**src/design/sldt_pkg.sv**
```systemverilog
// Shared types, codes and constants of the shadow/live P&L drag tracker.
package sldt_pkg;

    // Widths of the fixed-point fields
    localparam int UNIT_W  = 24;
    localparam int MAXP_W  = 31;
    localparam int THR_W   = 63;
    localparam int POS_W   = 32;
    localparam int PRICE_W = 32;
    localparam int ACC_W   = 64;
    localparam int CNT_W   = 32;
    localparam int CFG_W   = 63;
    localparam int IDX_W   = 2;

    // Shared multiplier operand and product widths
    localparam int MUL_W  = 33;
    localparam int PROD_W = 2 * MUL_W;

    // Rounding shifts for the two signal kinds
    localparam int SHD_SHIFT = 30;
    localparam int LIV_SHIFT = 15;

    // Configuration register indexes
    localparam logic [IDX_W-1:0] REG_UNIT_SIZE      = 2'd0;
    localparam logic [IDX_W-1:0] REG_MAX_POSITION   = 2'd1;
    localparam logic [IDX_W-1:0] REG_DRAG_THRESHOLD = 2'd2;

    // Register reset values
    localparam logic [UNIT_W-1:0] UNIT_RESET = 24'd256;
    localparam logic [MAXP_W-1:0] MAXP_RESET = 31'd25600;
    localparam logic [THR_W-1:0]  THR_RESET  = 63'd65536000;

    typedef enum logic [1:0] {
        OP_SHADOW = 2'd0,
        OP_LIVE   = 2'd1,
        OP_PRICE  = 2'd2,
        OP_CLEAR  = 2'd3
    } op_t;

    typedef enum logic [2:0] {
        MS_BIAS_CONF,
        MS_PROD_UNIT,
        MS_BIAS_UNIT,
        MS_SPOS_DP,
        MS_LPOS_DP
    } mul_sel_t;

    typedef enum logic [3:0] {
        ST_IDLE,
        ST_SHD_MUL1,
        ST_SHD_MUL2,
        ST_LIV_MUL,
        ST_RND,
        ST_CLAMP,
        ST_PX_START,
        ST_PX_MUL_S,
        ST_PX_ACC_S,
        ST_PX_ACC_L,
        ST_PX_DRAG,
        ST_PX_ALERT,
        ST_CLEAR,
        ST_DONE
    } state_t;

    // Datapath controls issued by the sequencer
    typedef struct packed {
        logic     idle;
        mul_sel_t mul_sel;
        logic     rnd;
        logic     clamp;
        logic     px_start;
        logic     acc_s;
        logic     acc_l;
        logic     drag;
        logic     alert_chk;
        logic     clr;
        logic     done;
    } ctrl_t;

    typedef struct packed {
        logic [1:0]         operation;
        logic signed [15:0] bias;
        logic [15:0]        confidence;
        logic [31:0]        price;
    } in_t;

    typedef struct packed {
        logic               alert;
        logic signed [63:0] drag;
        logic signed [63:0] shd_profit;
        logic signed [63:0] liv_profit;
        logic signed [31:0] shd_holding;
        logic signed [31:0] liv_holding;
        logic [31:0]        px_seen;
        logic [31:0]        alert_total;
    } out_t;

endpackage

```
**src/design/sldt_mul.sv**
```systemverilog
// Shared signed multiplier with a registered product.
module sldt_mul
    import sldt_pkg::*;
(
    input  logic                     clk,
    input  logic signed [MUL_W-1:0]  a,
    input  logic signed [MUL_W-1:0]  b,
    output logic signed [PROD_W-1:0] p
);

    logic signed [PROD_W-1:0] p_reg;
    logic signed [PROD_W-1:0] p_next;

    // Form the full product
    assign p_next = PROD_W'(a) * PROD_W'(b);

    // Hold the product for the next step
    always_ff @(posedge clk)
    begin
        p_reg <= p_next;
    end

    assign p = p_reg;

endmodule

```
**config.mk**
```make
export PLATFORM = sky130hd
export DESIGN_NAME = sldt_mul
export DESIGN_NICKNAME = d
export VERILOG_FILES = /design/src/design/sldt_pkg.sv /design/src/design/sldt_mul.sv
export SDC_FILE = /design/constraint.sdc
export NUM_CORES = 2
export LEC_CHECK = 0
export BUFFER_PORTS_ARGS = -buffer_cell sky130_fd_sc_hd__buf_2
export CELL_PAD_IN_SITES_DETAIL_PLACEMENT = 1
export CELL_PAD_IN_SITES_GLOBAL_PLACEMENT = 2
export CORE_ASPECT_RATIO = 1.75
export CORE_MARGIN = 8
export CORE_UTILIZATION = 39
export CTS_CLUSTER_SIZE = 30
export DETAILED_ROUTE_END_ITERATION = 7
export GPL_ROUTABILITY_DRIVEN = 0
export GPL_TIMING_DRIVEN = 0
export PLACE_DENSITY = 0.89
export SYNTH_ARGS = -nofsm -noshare
export SYNTH_HDL_FRONTEND = slang
export SYNTH_SLANG_ARGS = --single-unit
```
**constraint.sdc**
```tcl
create_clock -name clk -period 7.83 [get_ports clk]
set_input_delay 0.3915 -clock clk [delete_from_list [all_inputs] [get_ports clk]]
set_output_delay 0.3915 -clock clk [all_outputs]
set_load 0.03 [all_outputs]
```
[Word level (Yosys, flattened, before mapping)]
Index checks and enable logic that the tools add are counted.
Word-level totals
  flip-flop bits (word level): 66
  input bits: 67
  output and inout port bits: 66
  logic and storage cells: 2
Cells by class
  $mul: 1
Operators with widths (number)
  33-bit by 33-bit multiplier with 66-bit output: 1

[Longest topological paths before layout]
  depth in word-level cells: 1
  mapped depth: 29
  mapped depth without buffers: 27

[Least setup slack after synthesis]
OpenSTA, ideal clock, no wires.
  path kind: input port to flip-flop
  from: input port a[32]
  to: register p_reg[65] (netlist: p[65])
  library setup time: 0.072 ns
  data arrival time: 7.540 ns
  path slack: 0.218 ns
  stages on the path: 22
  path through: clkbuf_1 -> nand2_1 -> inv_1 -> fa_1 -> fa_1 -> fa_1 -> fa_1 -> fa_1 -> fa_1 -> fa_1 -> inv_1 -> fa_1 -> inv_1 -> ha_1 -> clkbuf_1 -> a21o_1 -> a21o_1 -> a221o_1 -> a31oi_2 -> o211ai_1 -> o41ai_2 -> xnor2_1
Between the ends
  word-level cells in the longest chain between the ends: 1
RTL lines
  from (decl): line sldt_mul.sv:6  | input logic signed [MUL_W-1:0] a,
  33-bit by 33-bit multiplier with 66-bit output: line sldt_mul.sv:15  | assign p_next = PROD_W'(a) * PROD_W'(b);
  named net p_next[65]: line sldt_mul.sv:12  | logic signed [PROD_W-1:0] p_next;
  to (signal assigned): line sldt_mul.sv:20  | p_reg <= p_next;
  to (decl): line sldt_mul.sv:11  | logic signed [PROD_W-1:0] p_reg;
The timed path passes the listed nets, and every way through them passes these cells.

[Worst setup path in the final report]
  from: input port a[8]
  to: register p_reg[65] (netlist: p[65])
Same word-level chain as after synthesis.

==> metrics.txt <==
status complete, but fails checks; violated checks setup timing; busiest layer in global routing met2; Core Rows between 150 and 200; setup TNS -0.0552 ns; DRC errors left 0; min cycle time layout approximately 7.9 ns; chip height 442 microns; initial antenna violation count 26; Crit-path slowest cell fa_1; layout cells sized above 1 11.0%; required time of the critical path between 8 and 9 ns; max incr delay on CP approximately 0.65 ns; Unique masters post-synth 61; DRT iter0 DRCs 2157; core outline area 103000 sq um; width of the die 259 microns; ys async rst share 0%; Post-synth top flop dfxtp_1; Post-Layout Inst Area 44800 sq um; nets approximately 6000; Hold Crit Class in2reg; met2 Use GR 55.5%; clk sinks between 60 and 70; MaxCap Viol Count 0; Mapped Area a little over 40000 sq um; #FFs+latches synth 66; Syn-to-layout area delta 11.0%; Worst Setup Start Kind input pin; yosys warns 0; Worst Path Arrival 8.19 ns; number of flip-flops in the largest register 66; post-synth top area share between 50% and 60%; hpwl dp 149000 microns; Reg clk slew, reported paths 0.08 ns; Mapped Cells 4302; global-route wire length before repair 259000 microns; clock buffer depth 2; RSZ-0062 raised after global routing true; Synth area leaders fa_1, inv_1, and2_1, ha_1, nand2_1; Final Cycle Share 101%; Via density approximately 5.5; count of input and output buffers between 100 and 150; Hold Buf Count CTS 0; Rel. slew slack 48.5%; worst-margin pin slew 0.773 ns; DR pass1 iterations 6; element type at the critical path end register; Mean Syn Cell Area about 9.4 sq um; Min-Delay Path Depth 2; Initial Util just under 40%; Yosys top cell by area fa_1; worst-path fanout max 10; GR Layer Usage met3 6.09%; gr ovfl total 0; most numerous cell in the Yosys netlist fa_1; kind of critical path in2reg; TritonCTS clock tree done; number of global-route vias before repair 37700; CTS H-tree lvls 3; sequential fraction of the synthesis area 3.27%; final WL 181000 microns; I/O pins 133; GRT Resource Usage Total between 30% and 40%; Placed Area 42700 sq um; largest net degree at the start of global routing 27; pins over their slew limit 0; most frequent CP cell fa_1; post-synth net total 5731; Fin. Hold Viols 0; Post-synth top cells fa_1, inv_1, and2_1; Num CTS Buffers 9; Root Driver clkbuf_16; DP Worst Slack -2.84 ns; Final WS setup -0.0489 ns; die area between 100000 and 150000 sq um; final setup fails 2; drt wl/cell 31.0 microns; met1 usage a little under a third; DP Cell Count 5777; fin cells between 5000 and 6000; antenna-violating nets left 0; EDFF count, synth 0; Fmax achieved around 0.13 GHz; routed via count 32000
[final cells by class]
cell class / instances / area, sq um
clock inverters: 7 / 86.3
multi-input cells: 2882 / 34400
inverters: 1133 / 4260
diodes: 16 / 40.0
well taps: 1343 / 1680
repair buffers: 164 / 1050
fillers: 11800 / 58200
plain buffers: 203 / 1790
clock buffers: 9 / 225
flip-flops and latches: 66 / 1320
[repair_timing]
item,4_1_cts,5_1_grt
endpoints found under the setup margin,37,32
pin swaps,20,35
buffers inserted,23,8
gates resized for setup,397,240
gates cloned,0,1
[critical path: cells and delay by family]
| kind | cells | cell delay, ns |
|---|---|---|
| compound gates | 7 | 1.22 |
| xor+xnor | 1 | 0.11 |
| fa+ha+maj | 9 | 4.45 |
| buf+inv | 11 | 1.58 |
| simple gates | 2 | 0.39 |
[layout by cell type, fill, tap and decap left out, types with 18 or more instances in the layout]
cell and count:
inv_1 1122, fa_1 1108, and2_1 558, nand2_1 542, ha_1 199, buf_2 128
dfxtp_1 66, a21oi_1 61, clkbuf_2 55, xnor2_1 55, buf_4 52, clkbuf_4 45
nor2_1 45, fa_2 37, o21ai_0 29, a21o_1 27, clkbuf_8 25, buf_6 23
xor2_1 20, clkbuf_16 18, nand3_1 18
[path summary, 6_finish.rpt]
| kind | from | to | slack [ns] |
|---|---|---|---|
| worst max-delay path | a[8] | p[65]$_DFF_P_ | -0.05 |
| worst min-delay path | a[0] | p[0]$_DFF_P_ | 0.47 |
[cells by family after synthesis]
family                     after synthesis  share of synthesized area, %
adders and majority gates             1362                          63.5
buffers and inverters                 1354                          12.6
and+or+nand+nor                       1228                          15.4
AOI/OAI and AO/OA                      217                          3.60
xor gates and xnor gates                75                          1.63
DFF                                     66                          3.27
[stage by stage]
step | util (%) | hold slack, ns
5_1_grt | 43.5 | 0.443
2_1_floorplan | - | 0.519
3_5_place_dp | 41.4 | 0.828
3_3_place_gp | 41.4 | 0.827
4_1_cts | 43.0 | 0.418
6_report | 43.5 | 0.469
[per-layer routing]
layer  routed length (microns)  share of wire (%)
met1                     52600                 29
met2                     88500                 49
met3                     13400                7.4
met4                     26200                 14
met5                        61              0.034
Power is left out: the tool's default activity adds up to more than one toggle a clock period on the data nets, which glitch-free logic cannot reach.
