`config.mk`:
```
export PLATFORM = sky130hd
export DESIGN_NAME = sldt_ctrl
export DESIGN_NICKNAME = d
export VERILOG_FILES = /design/src/design/sldt_pkg.sv /design/src/design/sldt_ctrl.sv
export SDC_FILE = /design/constraint.sdc
export NUM_CORES = 1
export LEC_CHECK = 0
export ABC_AREA = 1
export CAP_MARGIN = 20
export CORE_AREA = 2 2 39 41
export CTS_BUF_LIST = sky130_fd_sc_hd__clkbuf_8
export CTS_CLUSTER_SIZE = 16
export DETAILED_ROUTE_END_ITERATION = 6
export DIE_AREA = 0 0 41 43
export DONT_BUFFER_PORTS = 1
export GPL_ROUTABILITY_DRIVEN = 0
export GPL_TIMING_DRIVEN = 0
export PLACE_DENSITY = 0.6
export SYNTH_ARGS = -nofsm -noshare
export SYNTH_HDL_FRONTEND = slang
export SYNTH_SLANG_ARGS = --single-unit
```
`constraint.sdc`:
```
create_clock -name clk -period 1.02 [get_ports clk]
set_input_delay 0.051 -clock clk [delete_from_list [all_inputs] [get_ports clk]]
set_output_delay 0.051 -clock clk [all_outputs]
set_load 0.02 [all_outputs]
```
`src/design/sldt_pkg.sv`:
```
// Shared types, codes and constants of the shadow/live P&L drag tracker.
package sldt_pkg;

    // Widths of the fixed-point fields
    localparam int UNIT_W  = 24;
    localparam int MAXP_W  = 31;
    localparam int THR_W   = 63;
    localparam int POS_W   = 32;
    localparam int PRICE_W = 32;
    localparam int ACC_W   = 64;
    localparam int CNT_W   = 32;
    localparam int CFG_W   = 63;
    localparam int IDX_W   = 2;

    // Shared multiplier operand and product widths
    localparam int MUL_W  = 33;
    localparam int PROD_W = 2 * MUL_W;

    // Rounding shifts for the two signal kinds
    localparam int SHD_SHIFT = 30;
    localparam int LIV_SHIFT = 15;

    // Configuration register indexes
    localparam logic [IDX_W-1:0] REG_UNIT_SIZE      = 2'd0;
    localparam logic [IDX_W-1:0] REG_MAX_POSITION   = 2'd1;
    localparam logic [IDX_W-1:0] REG_DRAG_THRESHOLD = 2'd2;

    // Register reset values
    localparam logic [UNIT_W-1:0] UNIT_RESET = 24'd256;
    localparam logic [MAXP_W-1:0] MAXP_RESET = 31'd25600;
    localparam logic [THR_W-1:0]  THR_RESET  = 63'd65536000;

    typedef enum logic [1:0] {
        OP_SHADOW = 2'd0,
        OP_LIVE   = 2'd1,
        OP_PRICE  = 2'd2,
        OP_CLEAR  = 2'd3
    } op_t;

    typedef enum logic [2:0] {
        MS_BIAS_CONF,
        MS_PROD_UNIT,
        MS_BIAS_UNIT,
        MS_SPOS_DP,
        MS_LPOS_DP
    } mul_sel_t;

    typedef enum logic [3:0] {
        ST_IDLE,
        ST_SHD_MUL1,
        ST_SHD_MUL2,
        ST_LIV_MUL,
        ST_RND,
        ST_CLAMP,
        ST_PX_START,
        ST_PX_MUL_S,
        ST_PX_ACC_S,
        ST_PX_ACC_L,
        ST_PX_DRAG,
        ST_PX_ALERT,
        ST_CLEAR,
        ST_DONE
    } state_t;

    // Datapath controls issued by the sequencer
    typedef struct packed {
        logic     idle;
        mul_sel_t mul_sel;
        logic     rnd;
        logic     clamp;
        logic     px_start;
        logic     acc_s;
        logic     acc_l;
        logic     drag;
        logic     alert_chk;
        logic     clr;
        logic     done;
    } ctrl_t;

    typedef struct packed {
        logic [1:0]         operation;
        logic signed [15:0] bias;
        logic [15:0]        confidence;
        logic [31:0]        price;
    } in_t;

    typedef struct packed {
        logic               alert;
        logic signed [63:0] drag;
        logic signed [63:0] shd_profit;
        logic signed [63:0] liv_profit;
        logic signed [31:0] shd_holding;
        logic signed [31:0] liv_holding;
        logic [31:0]        px_seen;
        logic [31:0]        alert_total;
    } out_t;

endpackage

```
`src/design/sldt_ctrl.sv`:
```
// Sequencer that steps one transaction through the shared multiplier and accumulators.
module sldt_ctrl
    import sldt_pkg::*;
(
    input  logic       clk,
    input  logic       rst_n,
    input  logic       in_valid,
    input  logic [1:0] in_op,
    input  logic       seeded,
    input  logic       out_free,
    output ctrl_t      ctrl
);

    state_t state_reg;
    state_t state_next;

    // Advance the state
    always_ff @(posedge clk or negedge rst_n)
    begin
        if (!rst_n)
        begin
            state_reg <= ST_IDLE;
        end
        else
        begin
            state_reg <= state_next;
        end
    end

    // Pick the next state
    always_comb
    begin
        state_next = state_reg;
        case (state_reg)
            ST_IDLE:
            begin
                if (in_valid)
                begin
                    case (op_t'(in_op))
                        OP_SHADOW: state_next = ST_SHD_MUL1;
                        OP_LIVE:   state_next = ST_LIV_MUL;
                        OP_PRICE:  state_next = ST_PX_START;
                        OP_CLEAR:  state_next = ST_CLEAR;
                        default:   state_next = ST_CLEAR;
                    endcase
                end
            end
            ST_SHD_MUL1: state_next = ST_SHD_MUL2;
            ST_SHD_MUL2: state_next = ST_RND;
            ST_LIV_MUL:  state_next = ST_RND;
            ST_RND:      state_next = ST_CLAMP;
            ST_CLAMP:    state_next = ST_DONE;
            ST_PX_START: state_next = seeded ? ST_PX_MUL_S : ST_DONE;
            ST_PX_MUL_S: state_next = ST_PX_ACC_S;
            ST_PX_ACC_S: state_next = ST_PX_ACC_L;
            ST_PX_ACC_L: state_next = ST_PX_DRAG;
            ST_PX_DRAG:  state_next = ST_PX_ALERT;
            ST_PX_ALERT: state_next = ST_DONE;
            ST_CLEAR:    state_next = ST_DONE;
            ST_DONE:
            begin
                if (out_free)
                begin
                    state_next = ST_IDLE;
                end
            end
            default:     state_next = ST_IDLE;
        endcase
    end

    // Drive the datapath controls
    always_comb
    begin
        ctrl         = '0;
        ctrl.mul_sel = MS_BIAS_CONF;
        case (state_reg)
            ST_IDLE:     ctrl.idle = 1'b1;
            ST_SHD_MUL1: ctrl.mul_sel = MS_BIAS_CONF;
            ST_SHD_MUL2: ctrl.mul_sel = MS_PROD_UNIT;
            ST_LIV_MUL:  ctrl.mul_sel = MS_BIAS_UNIT;
            ST_RND:      ctrl.rnd = 1'b1;
            ST_CLAMP:    ctrl.clamp = 1'b1;
            ST_PX_START: ctrl.px_start = 1'b1;
            ST_PX_MUL_S: ctrl.mul_sel = MS_SPOS_DP;
            ST_PX_ACC_S:
            begin
                ctrl.acc_s   = 1'b1;
                ctrl.mul_sel = MS_LPOS_DP;
            end
            ST_PX_ACC_L: ctrl.acc_l = 1'b1;
            ST_PX_DRAG:  ctrl.drag = 1'b1;
            ST_PX_ALERT: ctrl.alert_chk = 1'b1;
            ST_CLEAR:    ctrl.clr = 1'b1;
            ST_DONE:     ctrl.done = 1'b1;
            default:     ctrl.idle = 1'b0;
        endcase
    end

endmodule

```
### Yosys cells after proc, flatten, opt, wreduce, memory -nomap -nowiden

Cells that the tools add are included.

* latch bits: 0
* ROM bits: 0
* word-level logic and storage cells: 40
* bits of input ports: 7
* bits in writable memories: 0
* output and inout port bits: 13
* memories: 0
* register bits: 4

* bitwise logic cells: 0
* $mul: 0
* mux-type cells: 16
* equality and inequality tests: 18
* shifts and indexed selects: 0
* add/subtract/negate cells: 0
* div/mod/pow operators: 0
* reductions and logical operators: 5
* $lt $le $gt $ge: 0

Operator list (count)
* $pmux W4 S11: 1
* $eq A4 B4 Y1 const B: 6
* $eq A4 B3 Y1 const B: 4
* $pmux W4 S4: 1
* $mux W4: 3
* $pmux W3 S4: 1
* $mux W1: 10
* $eq A4 B2 Y1 const B: 2
* $eq A2 B2 Y1 const B: 2
* $eq A4 B1 Y1 const B: 1
* $logic_not A4 Y1: 1
* $ne A2 B2 Y1 const B: 2
* $reduce_or A3 Y1: 1
* $eq A2 B1 Y1 const B: 1
* $logic_not A2 Y1: 1
* $reduce_and A2 Y1: 1
* $reduce_or A2 Y1: 1

### Logic depth before layout (Yosys ltp)

* depth in word-level cells: 4
* depth in mapped cells: 9
* depth with buffers taken out: 9

### Worst setup path before layout

Ideal clock, no wire load.

* path kind: reg-to-reg
* start point: register state_reg[0]
* end point: register state_reg[0]
* arrival time: 1088 ps
* buffers on the path: 0
* period minus slack after synthesis: 1206 ps
* slack: -186 ps
* cell stages (with the launch flop): 10
* library setup time: 118 ps
* cells stage by stage: dfrtp_1 > inv_2 > nor2_2 > inv_2 > nor2_4 > nand2_2 > o21ai_2 > inv_2 > nand2_1 > nand2_1

* cells in the longest elaborated chain, start to end: 3
* elaborated cells on any way between the ends: 20

RTL lines
* from (decl): line sldt_ctrl.sv:14 `state_t state_reg;`
* from (signal assigned): line sldt_ctrl.sv:26 `state_reg <= state_next;`
* $eq A4 B4 Y1, or another cell as far along: line sldt_ctrl.sv:34 `case (state_reg)`
* $reduce_or A3 Y1 (no source line), or another cell as far along
* $pmux W4 S11 or $reduce_and A2 Y1 (tied branches)

Parallel ways exist; a longest one is shown, timed or not.
A chain may end at the register's enable or synchronous reset.

### Final worst setup path

* start point: register state_reg[3]
* end point: register state_reg[0]

The elaborated chain is that of the path after synthesis.

==> reports/metrics.csv <==
stage,metric,value,unit
grt,first-pass GRT wire length,1840,um
outcome,outcome,"complete, but fails checks",
cts,CTS tree,done,
route,Final ANT Viol Nets,0,
cts,CTS max path bufs,2,
sta,final hold vios,0,
synthesis,Post-Syn Nets,99,
cts,Clock Latency Late Sink,0.21,ns
sta,f_max,777,MHz
finish,most frequent cells in the layout,"nand2_1, inv_2, inv_1",
sta,"Setup violations, final",16,
grt,GRT overflow,0,
synthesis,Synth cell types,15,
worst_hold_path,Worst Hold Endpoint,state_reg[3]$_DFFE_PN0P_,
route,routed vias,531,
sta,final setup TNS,-2.80,ns
die,Die Ht,43,um
die,chip width,41,um
sta,setup ws final,-0.268,ns
sta,Final Skew,0.000744,ns
synthesis,Syn Std Cell Area,497,um^2
finish,max FFs per register,4,
cts,H-tree levels,1,
grt,largest net degree at the start of global routing,7,
worst_setup_path,Critical Path Most Common Cell,nand2_1,
place,input/output buffers,0,
cts,CTS Buf Count,3,
die,Initial Util,35.9,%
worst_setup_path,CP endpoint kind,register,
grt,initial antenna violation count,0,
place,DP HPWL,870,um
grt,number of global-route vias before repair,452,
worst_setup_path,Crit Reg-Reg Startpoint,state_reg[3]$_DFFE_PN0P_,
worst_hold_path,worst min-delay path category,input pin to register,
finish,"most common cell after layout, fill and taps aside",nand2_1,
sta,final period utilization,126,%
synthesis,Syn Inst Count,87,
route,number of DRC markers in iteration 0,7,
synthesis,Yosys reg bits,4,
sta,RSZ-0062 raised after global routing,true,
synthesis,yosys warns,0,
finish,final net count,113,
power,LEAKAGE,0.415,nW
finish,area grow syn2layout,43.1,%
worst_setup_path,startpoint types,register,
synthesis,"Seq/Total Area, Yosys",20.2,%
grt,Global Route Usage Sum,15.3,%
worst_setup_path,reg2reg setup slack,-0.27,ns
worst_hold_path,HP Start,out_free,
finish,area of the multi-input gates,385,um^2
route,total wire length,1200,um
die,Core ar.,1380,um^2
worst_setup_path,required time worst endpoint,1.11,ns
sta,Slew @ Worst Pin,0.298,ns
die,area of the die,1760,um^2
synthesis,Syn Area/Cell,5.71,um^2
cts,clock root buffer master,clkbuf_8,
cts,clock sinks,4,
power,overall power,2.30,mW
die,IO Pins,20,
worst_setup_path,CP Class,register to register,
outcome,failing checks,setup timing,
finish,layout cells sized above 1,45.5,%
power,Worst VDD drop,1.62,mV
power,pwr dens,3240,nW/um^2
worst_setup_path,"CP delay by family, top",simple AND/OR/NAND/NOR gates,
sta,final max-slew violation count,0,
cts,Clock transition at path regs,0.03,ns
finish,storage element area,104,um^2
worst_setup_path,CP max-delay cell,dfrtp_2,
worst_setup_path,Critical path buffers and inverters,1,
route,First-pass DRT Iterations,4,
sta,min Tclk post-route,1.29,ns
run,max_cap viols,0,
worst_setup_path,worst reg2reg endpoint,state_reg[0]$_DFFE_PN0P_,
die,Rows,14,
worst_hold_path,worst hold path depth,3,
worst_setup_path,reg2reg path depth,8,
sta,worst rel slew slack,80.1,%
finish,antenna cells,0,
worst_setup_path,"Cell Chain, Critical Path",nand2_2 -> inv_1 -> nand2_1 -> nand3_1 -> nor2_2 -> nand2_1 -> nand2_1 -> nand2_1,
worst_setup_path,critical path arrival,1.38,ns
finish,Filler cells,145,
worst_setup_path,"Max FO, Critical Path",6,
route,mean number of vias per cell,4.62,
route,# DRC,0,
route,Avg WL per Cell,10.5,um
worst_setup_path,crit-path max cell delay,0.45,ns
-- cell families (layout without fill, tap and decap cells) --
| kind of cell | count (synthesis) | in the layout | share of synthesized area (%) |
|---|---|---|---|
| and+or+nand+nor | 52 | 52 | 45.1 |
| buffers and inverters | 22 | 34 | 17.4 |
| adders and majority gates | 5 | 5 | 12.6 |
| AOI/OAI and AO/OA | 4 | 4 | 4.79 |
| DFF | 4 | 4 | 20.2 |
-- worst reg2reg max path: cells and delay by family, from the launching register on --
family                 cells  cell delay [ns]
DFF                        1             0.45
buffers and inverters      1             0.05
and+or+nand+nor            7             0.64
-- power breakdown --
part	total (mW)	switching (mW)	internal, mW
Sequential	0.401	0.147	0.254
Clock	0.319	0.0682	0.250
Combinational	1.58	1.02	0.560
Total	2.30	1.24	1.06
-- cells in the mapped netlist --
master / instances / area share [%]
nor2_2: 5 / 6.3
inv_2: 5 / 3.8
nand2_2: 1 / 1.3
buf_4: 1 / 1.5
dfrtp_1: 4 / 20
nor2_4: 1 / 2.3
inv_1: 16 / 12
nor3_1: 1 / 1.0
nor2_1: 13 / 9.8
nand3_1: 4 / 4.0
a21oi_1: 1 / 1.0
o21ai_2: 1 / 1.8
ha_1: 5 / 13
o21ai_0: 2 / 2.0
nand2_1: 27 / 20
-- how the worst max path moves through the flow --
stage	endpoint	slack (ns)	from	cells past startpoint
after global placement	state_reg[1]$_DFFE_PN0P_	-0.38	state_reg[0]$_DFFE_PN0P_	7
final	state_reg[0]$_DFFE_PN0P_	-0.27	state_reg[3]$_DFFE_PN0P_	8
after global routing	state_reg[3]$_DFFE_PN0P_	-0.37	state_reg[3]$_DFFE_PN0P_	8
after floorplan	state_reg[0]$_DFFE_PN0P_	-0.19	state_reg[0]$_DFFE_PN0P_	9
after CTS	state_reg[0]$_DFFE_PN0P_	-0.26	state_reg[1]$_DFFE_PN0P_	8
after detailed placement	state_reg[1]$_DFFE_PN0P_	-0.38	state_reg[0]$_DFFE_PN0P_	7
-- stage by stage --
stage               setup slack [ns]  hold slack (ns)  utilization (%)  instances  cell area [um^2]
detailed placement            -0.377           -0.245             37.7        103               522
finish                        -0.268           0.0545             51.4        115               711
floorplan                     -0.186           -0.245                -         87               502
global route                  -0.371           0.0700             51.4        115               711
CTS                           -0.263           0.0520             49.9        114               691
global placement              -0.383           -0.245             37.7        103               522
-- layer usage --
layer	part of all wire, %	track usage, %	up-vias
li1	-	-	279
met1	38	18.0	234
met2	55	25.9	18
met3	7.0	2.62	0
met4	0	6.00	0
met5	0	0	-
-- area by class of cell --
class	instances	area share (%)
Multi-Input combinational cell	61	54.2
Sequential cell	4	14.6
Buffer	1	1.58
Clock buffer	3	5.81
Inverter	21	11.1
Timing Repair Buffer	9	9.86
Tap cell	16	2.82
-- repair_timing --
action	CTS	global route
setup buffers	7	1
hold buffers	1	0
setup endpoints to repair	17	17
resized for setup	23	5
pin swaps	3	4
endpoints found under the hold margin	4	0
No activity file was read; power rests on OpenSTA's default activity.
